### src/rtl/bcpd_pkg.sv
// Shared types and constants for the button click pattern detector.
`default_nettype none
package bcpd_pkg;

  localparam int DURATION_BITS = 20;
  localparam int DEBOUNCE_W    = 10;
  localparam int WINDOW_W      = 12;
  localparam int HOLD_W        = 16;
  localparam int TALLY_W       = 32;

  localparam logic [DEBOUNCE_W-1:0] DEBOUNCE_RESET = DEBOUNCE_W'(50);
  localparam logic [WINDOW_W-1:0]   WINDOW_RESET   = WINDOW_W'(400);
  localparam logic [HOLD_W-1:0]     HOLD_RESET     = HOLD_W'(3000);

  // event queue depth, power of two, at least two
  localparam int FIFO_DEPTH = 4;
  localparam int PTR_W      = $clog2(FIFO_DEPTH);
  localparam int CNT_W      = $clog2(FIFO_DEPTH + 1);

  typedef enum logic [2:0] {
    ST_IDLE         = 3'd0,
    ST_DEB_PRESS    = 3'd1,
    ST_PRESSED      = 3'd2,
    ST_LONG_PRESS   = 3'd3,
    ST_DEB_RELEASE  = 3'd4,
    ST_WAIT_RELEASE = 3'd5
  } state_t;

  typedef enum logic [1:0] {
    EV_SINGLE       = 2'd0,
    EV_DOUBLE       = 2'd1,
    EV_LONG         = 2'd2,
    EV_LONG_RELEASE = 2'd3
  } event_kind_t;

  typedef enum logic [1:0] {
    REG_DEBOUNCE = 2'd0,
    REG_DOUBLE   = 2'd1,
    REG_LONG     = 2'd2
  } reg_index_t;

  typedef struct packed {
    event_kind_t              kind;
    logic [DURATION_BITS-1:0] dur;
    logic [TALLY_W-1:0]       total;
    state_t                   state;
    logic                     last;
  } evt_t;

  typedef struct packed {
    logic [1:0] n;
    evt_t       e0;
    evt_t       e1;
  } push_t;

endpackage
`default_nettype wire

### src/rtl/bcpd_evt_fifo.sv
// Event queue taking up to two requests per cycle, one out when out_ready.
`default_nettype none
module bcpd_evt_fifo (
  input  logic           clk,
  input  logic           rst,
  input  bcpd_pkg::push_t push,
  output logic           room_for_two,
  output logic           out_valid,
  input  logic           out_ready,
  output bcpd_pkg::evt_t out_evt
);
  import bcpd_pkg::*;

  evt_t             mem [FIFO_DEPTH];
  logic [PTR_W-1:0] wr_ptr;
  logic [PTR_W-1:0] rd_ptr;
  logic [CNT_W-1:0] count;
  logic [CNT_W-1:0] count_next;
  logic             pop;

  assign out_valid    = (count != '0);
  assign out_evt      = mem[rd_ptr];
  assign pop          = out_valid && out_ready;
  assign room_for_two = (count <= CNT_W'(FIFO_DEPTH - 2));
  assign count_next   = count + CNT_W'(push.n) - CNT_W'(pop);

  always_ff @(posedge clk) begin
    if (push.n != 2'd0) begin
      mem[wr_ptr] <= push.e0;
    end
    if (push.n == 2'd2) begin
      mem[wr_ptr + PTR_W'(1)] <= push.e1;
    end
  end

  always_ff @(posedge clk) begin
    if (rst) begin
      wr_ptr <= '0;
      rd_ptr <= '0;
      count  <= '0;
    end else begin
      wr_ptr <= wr_ptr + PTR_W'(push.n);
      if (pop) begin
        rd_ptr <= rd_ptr + PTR_W'(1);
      end
      count <= count_next;
    end
  end

  a_no_overflow: assert property (@(posedge clk) disable iff (rst)
    (push.n != 2'd0) |-> (count <= CNT_W'(FIFO_DEPTH - 2)))
    else $error("event queue pushed without room");

  a_stall_holds: assert property (@(posedge clk) disable iff (rst)
    out_valid && !out_ready |=> out_valid && $stable(rd_ptr))
    else $error("stalled event lost");

  a_two_needs_pair: assert property (@(posedge clk) disable iff (rst)
    (push.n == 2'd2) |-> !push.e0.last && push.e1.last)
    else $error("paired request marks wrong last");

endmodule
`default_nettype wire

### src/rtl/button_click_pattern_detector.sv
// Top level: debounced single, double and long press detection per ms tick.
// A tick's events are written into the event queue when the tick is accepted and are read out of it in order.
// One tick per cycle while in_ready is high; a tick giving two events queues both, and they are read out one at a time.
// in_ready drops while the four-entry event queue has fewer than two free slots.
// Reset (synchronous): waits for a released level, counts cleared, registers defaulted.
`default_nettype none
module button_click_pattern_detector (
  input  logic        clk,
  input  logic        rst,
  input  logic        psel,
  input  logic        penable,
  input  logic        pwrite,
  input  logic [3:0]  paddr,
  input  logic [31:0] pwdata,
  output logic [31:0] prdata,
  output logic        pready,
  input  logic        in_valid,
  output logic        in_ready,
  input  logic        button_level,
  output logic        out_valid,
  input  logic        out_ready,
  output logic [1:0]  event_kind,
  output logic [bcpd_pkg::DURATION_BITS-1:0] held_ms,
  output logic [31:0] press_total,
  output logic [2:0]  fsm_state,
  output logic        last
);
  import bcpd_pkg::*;

  localparam logic [DURATION_BITS-1:0] HELD_MAX = {DURATION_BITS{1'b1}};
  localparam int CMP_W = 33;

  logic [DEBOUNCE_W-1:0] debounce_ms;
  logic [WINDOW_W-1:0]   double_click_ms;
  logic [HOLD_W-1:0]     long_press_ms;

  state_t                   mode, mode_next;
  logic                     armed, armed_next;
  logic                     prior_level;
  logic [1:0]               click_tally, click_tally_next;
  logic [DEBOUNCE_W-1:0]    debounce_left, debounce_left_next;
  logic [HOLD_W-1:0]        hold_left, hold_left_next;
  logic [WINDOW_W-1:0]      window_left, window_left_next;
  logic [DURATION_BITS-1:0] held_time, held_time_next;
  logic [TALLY_W-1:0]       press_tally, press_tally_next;

  logic        accept;
  logic        cfg_write;
  logic [1:0]  ev_n;
  event_kind_t ev0_kind, ev1_kind;
  logic [DURATION_BITS-1:0] ev0_dur, ev1_dur;
  push_t       push;
  evt_t        out_evt;

  assign pready    = 1'b1;
  assign cfg_write = psel && penable && pwrite;
  assign accept    = in_valid && in_ready;

  always_ff @(posedge clk) begin
    if (rst) begin
      debounce_ms     <= DEBOUNCE_RESET;
      double_click_ms <= WINDOW_RESET;
      long_press_ms   <= HOLD_RESET;
    end else if (cfg_write) begin
      case (reg_index_t'(paddr[3:2]))
        REG_DEBOUNCE: debounce_ms     <= pwdata[DEBOUNCE_W-1:0];
        REG_DOUBLE:   double_click_ms <= pwdata[WINDOW_W-1:0];
        REG_LONG:     long_press_ms   <= pwdata[HOLD_W-1:0];
        default: ;
      endcase
    end
  end

  always_comb begin
    case (reg_index_t'(paddr[3:2]))
      REG_DEBOUNCE: prdata = 32'(debounce_ms);
      REG_DOUBLE:   prdata = 32'(double_click_ms);
      REG_LONG:     prdata = 32'(long_press_ms);
      default:      prdata = '0;
    endcase
  end

  // one tick: held time, level handling, then window, hold and debounce counts
  always_comb begin
    mode_next          = mode;
    armed_next         = armed;
    click_tally_next   = click_tally;
    debounce_left_next = debounce_left;
    hold_left_next     = hold_left;
    window_left_next   = window_left;
    held_time_next     = held_time;
    press_tally_next   = press_tally;
    ev_n     = 2'd0;
    ev0_kind = EV_SINGLE;
    ev1_kind = EV_SINGLE;
    ev0_dur  = '0;
    ev1_dur  = '0;

    if ((mode == ST_PRESSED || mode == ST_LONG_PRESS || mode == ST_DEB_RELEASE)
        && held_time != HELD_MAX) begin
      held_time_next = held_time + DURATION_BITS'(1);
    end

    if (mode == ST_WAIT_RELEASE) begin
      if (button_level) begin
        armed_next = 1'b1;
        mode_next  = ST_IDLE;
      end
    end else if (button_level != prior_level) begin
      case (mode)
        ST_PRESSED: begin
          if (button_level) begin
            mode_next          = ST_DEB_RELEASE;
            hold_left_next     = '0;
            debounce_left_next = (debounce_ms == '0) ? DEBOUNCE_W'(1) : debounce_ms;
          end
        end
        ST_LONG_PRESS: begin
          if (button_level) begin
            ev_n      = 2'd1;
            ev0_kind  = EV_LONG_RELEASE;
            ev0_dur   = held_time_next;
            mode_next = ST_IDLE;
          end
        end
        ST_DEB_PRESS, ST_DEB_RELEASE: ;
        default: begin
          if (!armed) begin
            mode_next = ST_WAIT_RELEASE;
          end else if (!button_level) begin
            mode_next          = ST_DEB_PRESS;
            debounce_left_next = (debounce_ms == '0) ? DEBOUNCE_W'(1) : debounce_ms;
          end
        end
      endcase
    end

    if (window_left_next != '0) begin
      window_left_next = window_left_next - WINDOW_W'(1);
      if (window_left_next == '0) begin
        if (click_tally_next == 2'd1) begin
          if (ev_n == 2'd0) begin
            ev0_kind = EV_SINGLE;
            ev0_dur  = '0;
          end else begin
            ev1_kind = EV_SINGLE;
            ev1_dur  = '0;
          end
          ev_n = ev_n + 2'd1;
        end
        click_tally_next = 2'd0;
      end
    end

    if (hold_left_next != '0) begin
      hold_left_next = hold_left_next - HOLD_W'(1);
      if (hold_left_next == '0 && mode_next == ST_PRESSED) begin
        if (ev_n == 2'd0) begin
          ev0_kind = EV_LONG;
          ev0_dur  = held_time_next;
        end else begin
          ev1_kind = EV_LONG;
          ev1_dur  = held_time_next;
        end
        ev_n      = ev_n + 2'd1;
        mode_next = ST_LONG_PRESS;
      end
    end

    if (debounce_left_next != '0) begin
      debounce_left_next = debounce_left_next - DEBOUNCE_W'(1);
      if (debounce_left_next == '0) begin
        if (mode_next == ST_DEB_PRESS) begin
          if (!button_level) begin
            held_time_next   = '0;
            press_tally_next = press_tally + TALLY_W'(1);
            mode_next        = ST_PRESSED;
            hold_left_next   = (long_press_ms == '0) ? HOLD_W'(1) : long_press_ms;
          end else begin
            mode_next = ST_IDLE;
          end
        end else if (mode_next == ST_DEB_RELEASE) begin
          if (!button_level) begin
            // bounce back: still pressed, restart the hold count
            mode_next      = ST_PRESSED;
            hold_left_next = (long_press_ms == '0) ? HOLD_W'(1) : long_press_ms;
          end else if (CMP_W'(held_time_next) < CMP_W'(long_press_ms)) begin
            click_tally_next = click_tally_next + 2'd1;
            if (click_tally_next == 2'd1) begin
              window_left_next = (double_click_ms == '0) ? WINDOW_W'(1) : double_click_ms;
            end else begin
              window_left_next = '0;
              if (ev_n == 2'd0) begin
                ev0_kind = EV_DOUBLE;
                ev0_dur  = '0;
              end else begin
                ev1_kind = EV_DOUBLE;
                ev1_dur  = '0;
              end
              ev_n             = ev_n + 2'd1;
              click_tally_next = 2'd0;
            end
            mode_next = ST_IDLE;
          end else begin
            mode_next = ST_IDLE;
          end
        end
      end
    end
  end

  always_ff @(posedge clk) begin
    if (rst) begin
      mode          <= ST_WAIT_RELEASE;
      armed         <= 1'b0;
      prior_level   <= 1'b1;
      click_tally   <= 2'd0;
      debounce_left <= '0;
      hold_left     <= '0;
      window_left   <= '0;
      held_time     <= '0;
      press_tally   <= '0;
    end else if (accept) begin
      mode          <= mode_next;
      armed         <= armed_next;
      prior_level   <= button_level;
      click_tally   <= click_tally_next;
      debounce_left <= debounce_left_next;
      hold_left     <= hold_left_next;
      window_left   <= window_left_next;
      held_time     <= held_time_next;
      press_tally   <= press_tally_next;
    end
  end

  // queue request for this tick's events
  always_comb begin
    push.n        = accept ? ev_n : 2'd0;
    push.e0.kind  = ev0_kind;
    push.e0.dur   = ev0_dur;
    push.e0.total = press_tally_next;
    push.e0.state = mode_next;
    push.e0.last  = (ev_n == 2'd1);
    push.e1.kind  = ev1_kind;
    push.e1.dur   = ev1_dur;
    push.e1.total = press_tally_next;
    push.e1.state = mode_next;
    push.e1.last  = 1'b1;
  end

  bcpd_evt_fifo u_fifo (
    .clk          (clk),
    .rst          (rst),
    .push         (push),
    .room_for_two (in_ready),
    .out_valid    (out_valid),
    .out_ready    (out_ready),
    .out_evt      (out_evt)
  );

  assign event_kind  = out_evt.kind;
  assign held_ms     = out_evt.dur;
  assign press_total = out_evt.total;
  assign fsm_state   = out_evt.state;
  assign last        = out_evt.last;

  a_arm_on_release: assert property (@(posedge clk) disable iff (rst)
    accept && button_level && mode == ST_WAIT_RELEASE |=> mode == ST_IDLE && armed)
    else $error("release level did not arm");

  a_deb_press_counting: assert property (@(posedge clk) disable iff (rst)
    mode == ST_DEB_PRESS |-> debounce_left != '0)
    else $error("press debounce without count");

  a_deb_release_counting: assert property (@(posedge clk) disable iff (rst)
    mode == ST_DEB_RELEASE |-> debounce_left != '0)
    else $error("release debounce without count");

  a_pressed_hold_running: assert property (@(posedge clk) disable iff (rst)
    mode == ST_PRESSED |-> hold_left != '0)
    else $error("pressed without hold count");

endmodule
`default_nettype wire
### config.mk
export PLATFORM = sky130hd
export DESIGN_NAME = button_click_pattern_detector
export DESIGN_NICKNAME = d
export VERILOG_FILES = /design/src/rtl/bcpd_pkg.sv /design/src/rtl/bcpd_evt_fifo.sv /design/src/rtl/button_click_pattern_detector.sv
export SDC_FILE = /design/constraint.sdc
export NUM_CORES = 1
export LEC_CHECK = 0
export ABC_AREA = 1
export BUFFER_PORTS_ARGS = -buffer_cell sky130_fd_sc_hd__clkbuf_2
export CAP_MARGIN = 10
export CORE_ASPECT_RATIO = 0.9
export CORE_MARGIN = 1.5
export CORE_UTILIZATION = 45
export DETAILED_ROUTE_END_ITERATION = 6
export GPL_ROUTABILITY_DRIVEN = 0
export MAX_ROUTING_LAYER = met4
export SLEW_MARGIN = 20
export SYNTH_ARGS = -nofsm -noshare
export SYNTH_HDL_FRONTEND = slang
export SYNTH_HIERARCHICAL = 1
export SYNTH_SLANG_ARGS = --single-unit
### constraint.sdc
create_clock -name clk -period 17.5 [get_ports clk]
set_input_delay 0.875 -clock clk [delete_from_list [all_inputs] [get_ports clk]]
set_output_delay 0.875 -clock clk [all_outputs]
set_load 0.01 [all_outputs]
==> results of run 1 <==
-- final cells by class --
type                    instances  area [um^2]
clock inverters                15          208
clock buffers                  65         1270
multi-input cells            2108        10300
repair buffers                119          641
well taps                     632          791
fillers                      4709        24600
inverters                     326         1230
flip-flops and latches        376         9850
-- layout by cell type, fill, tap and decap left out, types with 7 or more instances in the layout --
| cell type | n |
|---|---|
| nand4_1 | 32 |
| inv_1 | 310 |
| nor3_1 | 42 |
| clkbuf_16 | 45 |
| inv_2 | 9 |
| xor2_1 | 46 |
| nand2_4 | 7 |
| clkinv_2 | 8 |
| edfxtp_1 | 232 |
| conb_1 | 18 |
| o22ai_1 | 58 |
| dfxtp_1 | 142 |
| ha_1 | 32 |
| a21oi_1 | 132 |
| clkbuf_1 | 13 |
| clkbuf_8 | 7 |
| nor4_1 | 9 |
| buf_4 | 18 |
| o221ai_1 | 9 |
| clkbuf_2 | 100 |
| nand2_2 | 11 |
| nor2_2 | 9 |
| o211ai_1 | 16 |
| o21ai_1 | 142 |
| nand2_1 | 665 |
| nor2_1 | 309 |
| o21ai_0 | 374 |
| nand3_1 | 135 |
-- layer usage --
metal | up-vias | GRT usage, %
li1 | 9922 | -
met4 | 0 | 7.53
met1 | 9121 | 35.1
met5 | - | -
met2 | 627 | 39.1
met3 | 100 | 3.06
-- cell families (layout without fill, tap and decap cells) --
group           count (synthesis)  after routing
xor+xnor                       50             50
other cells                     2             18
compound gates                754            754
fa+ha+maj                      33             33
buf+inv                       495            525
flops                         376            376
simple gates                 1253           1253
-- power groups by stage --
| stage | Combinational [mW] | Clock, mW | Sequential (mW) |
|---|---|---|---|
| 4_1_cts | 1.11 | 0.961 | 1.07 |
| 2_1_floorplan | 0.845 | 0 | 1.06 |
| 3_5_place_dp | 1.11 | 0 | 1.09 |
| 3_3_place_gp | 1.08 | 0 | 1.09 |
| 5_1_grt | 1.27 | 0.993 | 1.08 |
| 6_report | 1.12 | 0.943 | 1.07 |
-- critical path: cells and delay by family (launching register included) --
family	cells	cell delay [ps]
compound gates	3	560
flops	1	540
fa+ha+maj	1	340
simple gates	18	4040
buf+inv	4	1040
xor+xnor	1	250
-- worst max-delay path by stage --
stage / from / endpoint / slack [ps] / depth (start not counted)
finish: mode[2] / u_fifo/mem[1][49] / 10290 / 27
global route: mode[2] / u_fifo/mem[1][6] / 9720 / 27
CTS: mode[2] / u_fifo/mem[1][49] / 10310 / 27
detailed placement: button_level / u_fifo/mem[1][51] / 10000 / 27
global placement: button_level / u_fifo/mem[1][51] / 10000 / 27
floorplan: held_time[0] / u_fifo/mem[3][0] / 8690 / 26
-- flip-flops by register name, indices dropped and copies added, names as in the netlist, 2 cells and up, named ones only --
name and count:
click_tally 2, debounce_left 10, debounce_ms 10, double_click_ms 12, held_time 20, hold_left 16, long_press_ms 16, mode 3
press_tally 32, u_fifo/count 3, u_fifo/mem 232, u_fifo/rd_ptr 2, u_fifo/wr_ptr 2, window_left 12
-- metrics by stage --
step / power [mW] / instances / hold WS (ps) / setup slack (ps) / utilization [%]
2_1_floorplan: 1.91 / 2979 / 442 / 8690 / -
3_3_place_gp: 2.17 / 3561 / 455 / 10000 / 46.7
3_5_place_dp: 2.20 / 3561 / 456 / 10000 / 46.7
4_1_cts: 3.15 / 3641 / 464 / 10310 / 49.7
5_1_grt: 3.35 / 3641 / 480 / 9720 / 49.7
6_report: 3.14 / 3641 / 462 / 10290 / 49.7
==> run summary, run 1 <==
outcome: finished, final reports clean
Synth Area in Adders: 1.89%
total clock buffers created by CTS: 44
Vert. Die Dim: 214 um
hold_sp: debounce_left[1]
Clock power frac: 30.1%
max layer used: met4
drt initial violations: 1,398
count of final hold-check violations: 0
Mean Syn Cell Area: 7.49 um^2
nets@finish: 3,052
Rows: 77
Post-Synth Simple-Gate Area: 24.1%
Synth Flop Type: edfxtp_1
NetSw: 1.21 mW
crit path DAT: 7430 ps
Sw Ratio: 38.4%
die footprint: 0.0507 mm^2
layout cell share with drive strength beyond 1: 8.74%
Core Footprint: 0.0489 mm^2
vias in the first global route: 18,300
Internal Power: 1.93 mW
Post-Synthesis Cell Area: 0.0222 mm^2
Clk Latency, worst-skew pair: 590 ps
max_cap viols: 0
Vias/cell: 5.43
library cells used by synthesis: 57
Power Density: 129 mW/mm^2
Worst setup SP type: flop
Initial Utilization: 45.4%
# diodes: 0
worst vdd ir: 0.102 mV
Via Count: 19,800
FF-to-FF Start: mode[2]
Compound-Gate Fraction of Synth Area: 18.0%
Design Area, Final: 0.0243 mm^2
Slew Limit Fails: 0
Reg2Reg Setup Slack: 10,290 ps
Final setup violation count: 0
r2r worst-path depth: 27
Worst Path Required: 17,710 ps
Clk pin slew, worst setup/hold paths: 60 ps
post-synthesis mux area share: 0%
ys async rst share: 0%
die width: 237 um
met3 WL post-DR: 3980 um
leakage: 9.34 nW
CP max FO: 44
first-pass GRT wire length: 99,100 um
Worst slew margin: 28.0%
TNS Setup: 0 ps
DPL Wire Length: 39,800 um
reg2reg end: u_fifo/mem[1][49]
xor/xnor share of the synthesized area: 1.97%
port buffer count: 101
FF+latch count, synth: 376
CTS sink count: 376
Hold-fix buffers, CTS: 0
YS warnings: 6
DRT Pass-1 Iters: 6
Gate power share: 35.7%
dpl cell area: 0.0228 mm^2
drt drc: 0
final clock period utilization by the worst path: 41.2%
M1 WL: 29,500 um
drt wl/cell: 17.1 um
Crit Path Category: reg2reg
hold crit path type: reg2reg
Routed WL: 62,400 um
Final Skew: 32.2 ps
Layout area overhead: 9.57%
number of flops mapped to enable cells by yosys: 232
met2 wire len: 27,500 um
hold path cells: 2
H-tree depth: 2
GRT Util Overall: 25.3%
Synth top area share: 31.4%
most frequent cell after synthesis: nand2_1
GR Overflow Total: 0
# resized after CTS: 0
largest net degree at the start of global routing: 91
Syn Inst Count: 2,963
Flop pwr share: 34.3%
Post-synth top cells: 669 x nand2_1, 374 x o21ai_0, 310 x inv_1, 310 x nor2_1, 232 x edfxtp_1
Slew @ Worst Pin: 1080 ps
Max Freq: 139 MHz
top cell type by total area after synthesis: edfxtp_1
CTS max path bufs: 3
RSZ-0062 raised after global routing: no
ranking of synthesized cells by area: edfxtp_1 31%, dfxtp_1 13%, nand2_1 11%
CTS tree: done
CP max stage delay: 660 ps
largest family of logic cells by synthesized area: simple AND/OR/NAND/NOR gates
hold path endpoint: debounce_left[1]
I/O pins: 137
register area share after synthesis: 44.4%
root buffer cell: clkbuf_16
final antenna-violating net count: 0
CP Capture Type: flop
initial antenna violation count: 0
setup repair bufs after CTS: 0
CP max stage cell: buf_4
crit path time final: 7210 ps
(Power assumes the default switching activity.)
==> run 2, diff against run 1 <==
Settings changed: ABC_AREA 1 to 0.
Clock period 17.5 ns to 6.6 ns, I/O delays scaled along.
==> run summary, run 2 <==
CP max stage delay: 530 ps
Hold Slack: 21.7 ps
die footprint: 0.0494 mm^2
Crit Path Category: reg2reg
Worst slew margin: 25.5%
initial antenna violation count: 0
setup repair bufs after CTS: 0
CP max stage cell: and4bb_4
CTS sink count: 376
Cell Chain, Critical Path: ha_1 > nand2_1 > nor4_2 > a32oi_1 > nand2_1 > nor2_1 > and3_1 > xnor2_1 > buf_4 > inv_1 > ha_1 > a21oi_1 > nor2_1 > a211oi_1 > o21ai_0 > nor4_2 > nand4_1 > nor4b_2 > buf_4 > mux2i_1 > nor2_2 > and4bb_4 > buf_12 > mux2_2
crit path DAT: 6430 ps
DRT Pass-1 Iters: 5
Clk pin slew, worst setup/hold paths: 60 ps
largest register by flop count: u_fifo/mem
CP Capture Type: flop
ys async rst share: 0%
first-pass GRT wire length: 87,600 um
Final setup violation count: 0
top flop regs: u_fifo/mem (232), press_tally (32), held_time (20)
crit path time final: 6100 ps
Max Freq: 164 MHz
CTS max path bufs: 3
max FFs per register: 232
CP max FO: 34
Syn Inst Count: 1,984
top cell type by total area after synthesis: edfxtp_1
final antenna-violating net count: 0
count of final hold-check violations: 0
# diodes: 0
largest net degree at the start of global routing: 86
GRT Util Overall: 23.5%
Mean Syn Cell Area: 10.9 um^2
drt wl/cell: 20.7 um
Synth top area share: 32.2%
number of flops mapped to enable cells by yosys: 232
Slew Limit Fails: 0
most frequent cell after synthesis: edfxtp_1
FF+latch count, synth: 376
leakage: 9.34 nW
Initial Utilization: 45.5%
Vert. Die Dim: 211 um
Core Footprint: 0.0476 mm^2
commonest non-fill, non-tap cell in the layout: edfxtp_1
most frequent cells in the layout: 232 x edfxtp_1, 225 x mux2_2, 187 x nand2_1
Fillers: 4,285
Slew @ Worst Pin: 1110 ps
Via Count: 15,700
Rows: 76
YS warnings: 6
RSZ-0062 raised after global routing: no
drt initial violations: 1,163
dpl cell area: 0.0229 mm^2
Design Area, Final: 0.0245 mm^2
ranking of synthesized cells by area: edfxtp_1 32%, dfxtp_1 13%, mux2_2 12%
Reg2Reg Setup Slack: 500 ps
Post-synth top cells: 232 x edfxtp_1, 225 x mux2_2, 188 x nand2_1, 144 x dfxtp_1, 137 x nor2_1
vias in the first global route: 15,300
layout cell share with drive strength beyond 1: 26.7%
GR Overflow Total: 0
Layout area overhead: 13.0%
Worst setup SP type: flop
final clock period utilization by the worst path: 92.4%
Vias/cell: 5.79
register area share after synthesis: 45.5%
drt drc: 0
Final Skew: 20.7 ps
port buffer count: 101
library cells used by synthesis: 100
Worst Path Required: 6930 ps
H-tree depth: 2
die width: 234 um
DPL Wire Length: 36,500 um
Routed WL: 56,400 um
Power Density: 288 mW/mm^2
root buffer cell: clkbuf_16
max_cap viols: 0
total clock buffers created by CTS: 43
Clk Latency, worst-skew pair: 580 ps
Synth Flop Type: edfxtp_1
nets@finish: 2,142
worst vdd ir: 0.186 mV
CTS tree: done
Post-Synthesis Cell Area: 0.0217 mm^2
I/O pins: 137
hold crit path type: in2reg
outcome: finished, final reports clean
==> run 2: layout make-up <==
class / instances / area [um^2] / area share (%)
clock inverter: 21 / 241 / 0.987
clock buffer: 56 / 1160 / 4.73
inverter: 57 / 214 / 0.875
sequential: 376 / 9850 / 40.3
tap: 624 / 781 / 3.19
multi-input combinational: 1425 / 11100 / 45.3
timing repair buffer: 162 / 1130 / 4.63
==> run 2: timing repair <==
action                     4_1_cts  5_1_grt
setup endpoints to repair        0      439
gates resized for setup          0       12
hold buffers                     6        0
hold endpoints to repair         8        0
==> run 2: layer usage <==
layer	vias up	wire, um	GRT usage [%]
li1	7553	-	-
met1	7646	25500	31.6
met2	463	26300	36.8
met3	85	3060	3.33
met4	0	1560	7.16
met5	-	0	-
==> run 2: power breakdown <==
part	leakage, nW	internal (mW)	switching, mW
clock	0.686	1.43	0.974
combinational	5.11	0.792	1.09
sequential	3.54	2.58	0.193
==> run 2: worst paths after layout <==
| check | from | endpoint | cells after the start |
|---|---|---|---|
| setup reg to reg | held_time[1] | u_fifo/mem[2][40] | 24 |
| hold reg to reg | held_time[14] | held_time[14] | 2 |
| setup / recovery | held_time[1] | u_fifo/mem[2][40] | 24 |
| hold / removal | pwdata[0] | long_press_ms[0] | 3 |
==> run 2: kinds of logic after synthesis <==
group / after synthesis / synth area share (%)
flip-flops: 376 / 45.5
buffers and inverters: 204 / 4.32
AND/OR/NAND/NOR: 627 / 14.9
XOR/XNOR: 94 / 3.93
multiplexers: 337 / 20.3
adder cells (fa/ha/maj): 33 / 1.94
AO/OA/AOI/OAI: 311 / 9.07
other: 2 / 0.0347
==> run 2: critical path: cells and delay by family, from the launching register on <==
family / cells / cell delay, ps
XOR/XNOR: 1 / 120
multiplexers: 2 / 450
AND/OR/NAND/NOR: 11 / 2690
buffers and inverters: 4 / 670
adder cells (fa/ha/maj): 2 / 490
AO/OA/AOI/OAI: 4 / 1050
flip-flops: 1 / 340
==> run 2: through the flow <==
stage               TNS, ps  util, %  worst slack [ps]  power [mW]  cells
floorplan             -5890        -             -59.4        4.23   2003
global placement          0     48.1               383        4.64   2636
detailed placement        0     48.1               188        4.67   2636
CTS                       0     51.2               188        7.10   2719
global route              0     51.3              67.2        7.43   2721
finish                    0     51.3               503        7.06   2721
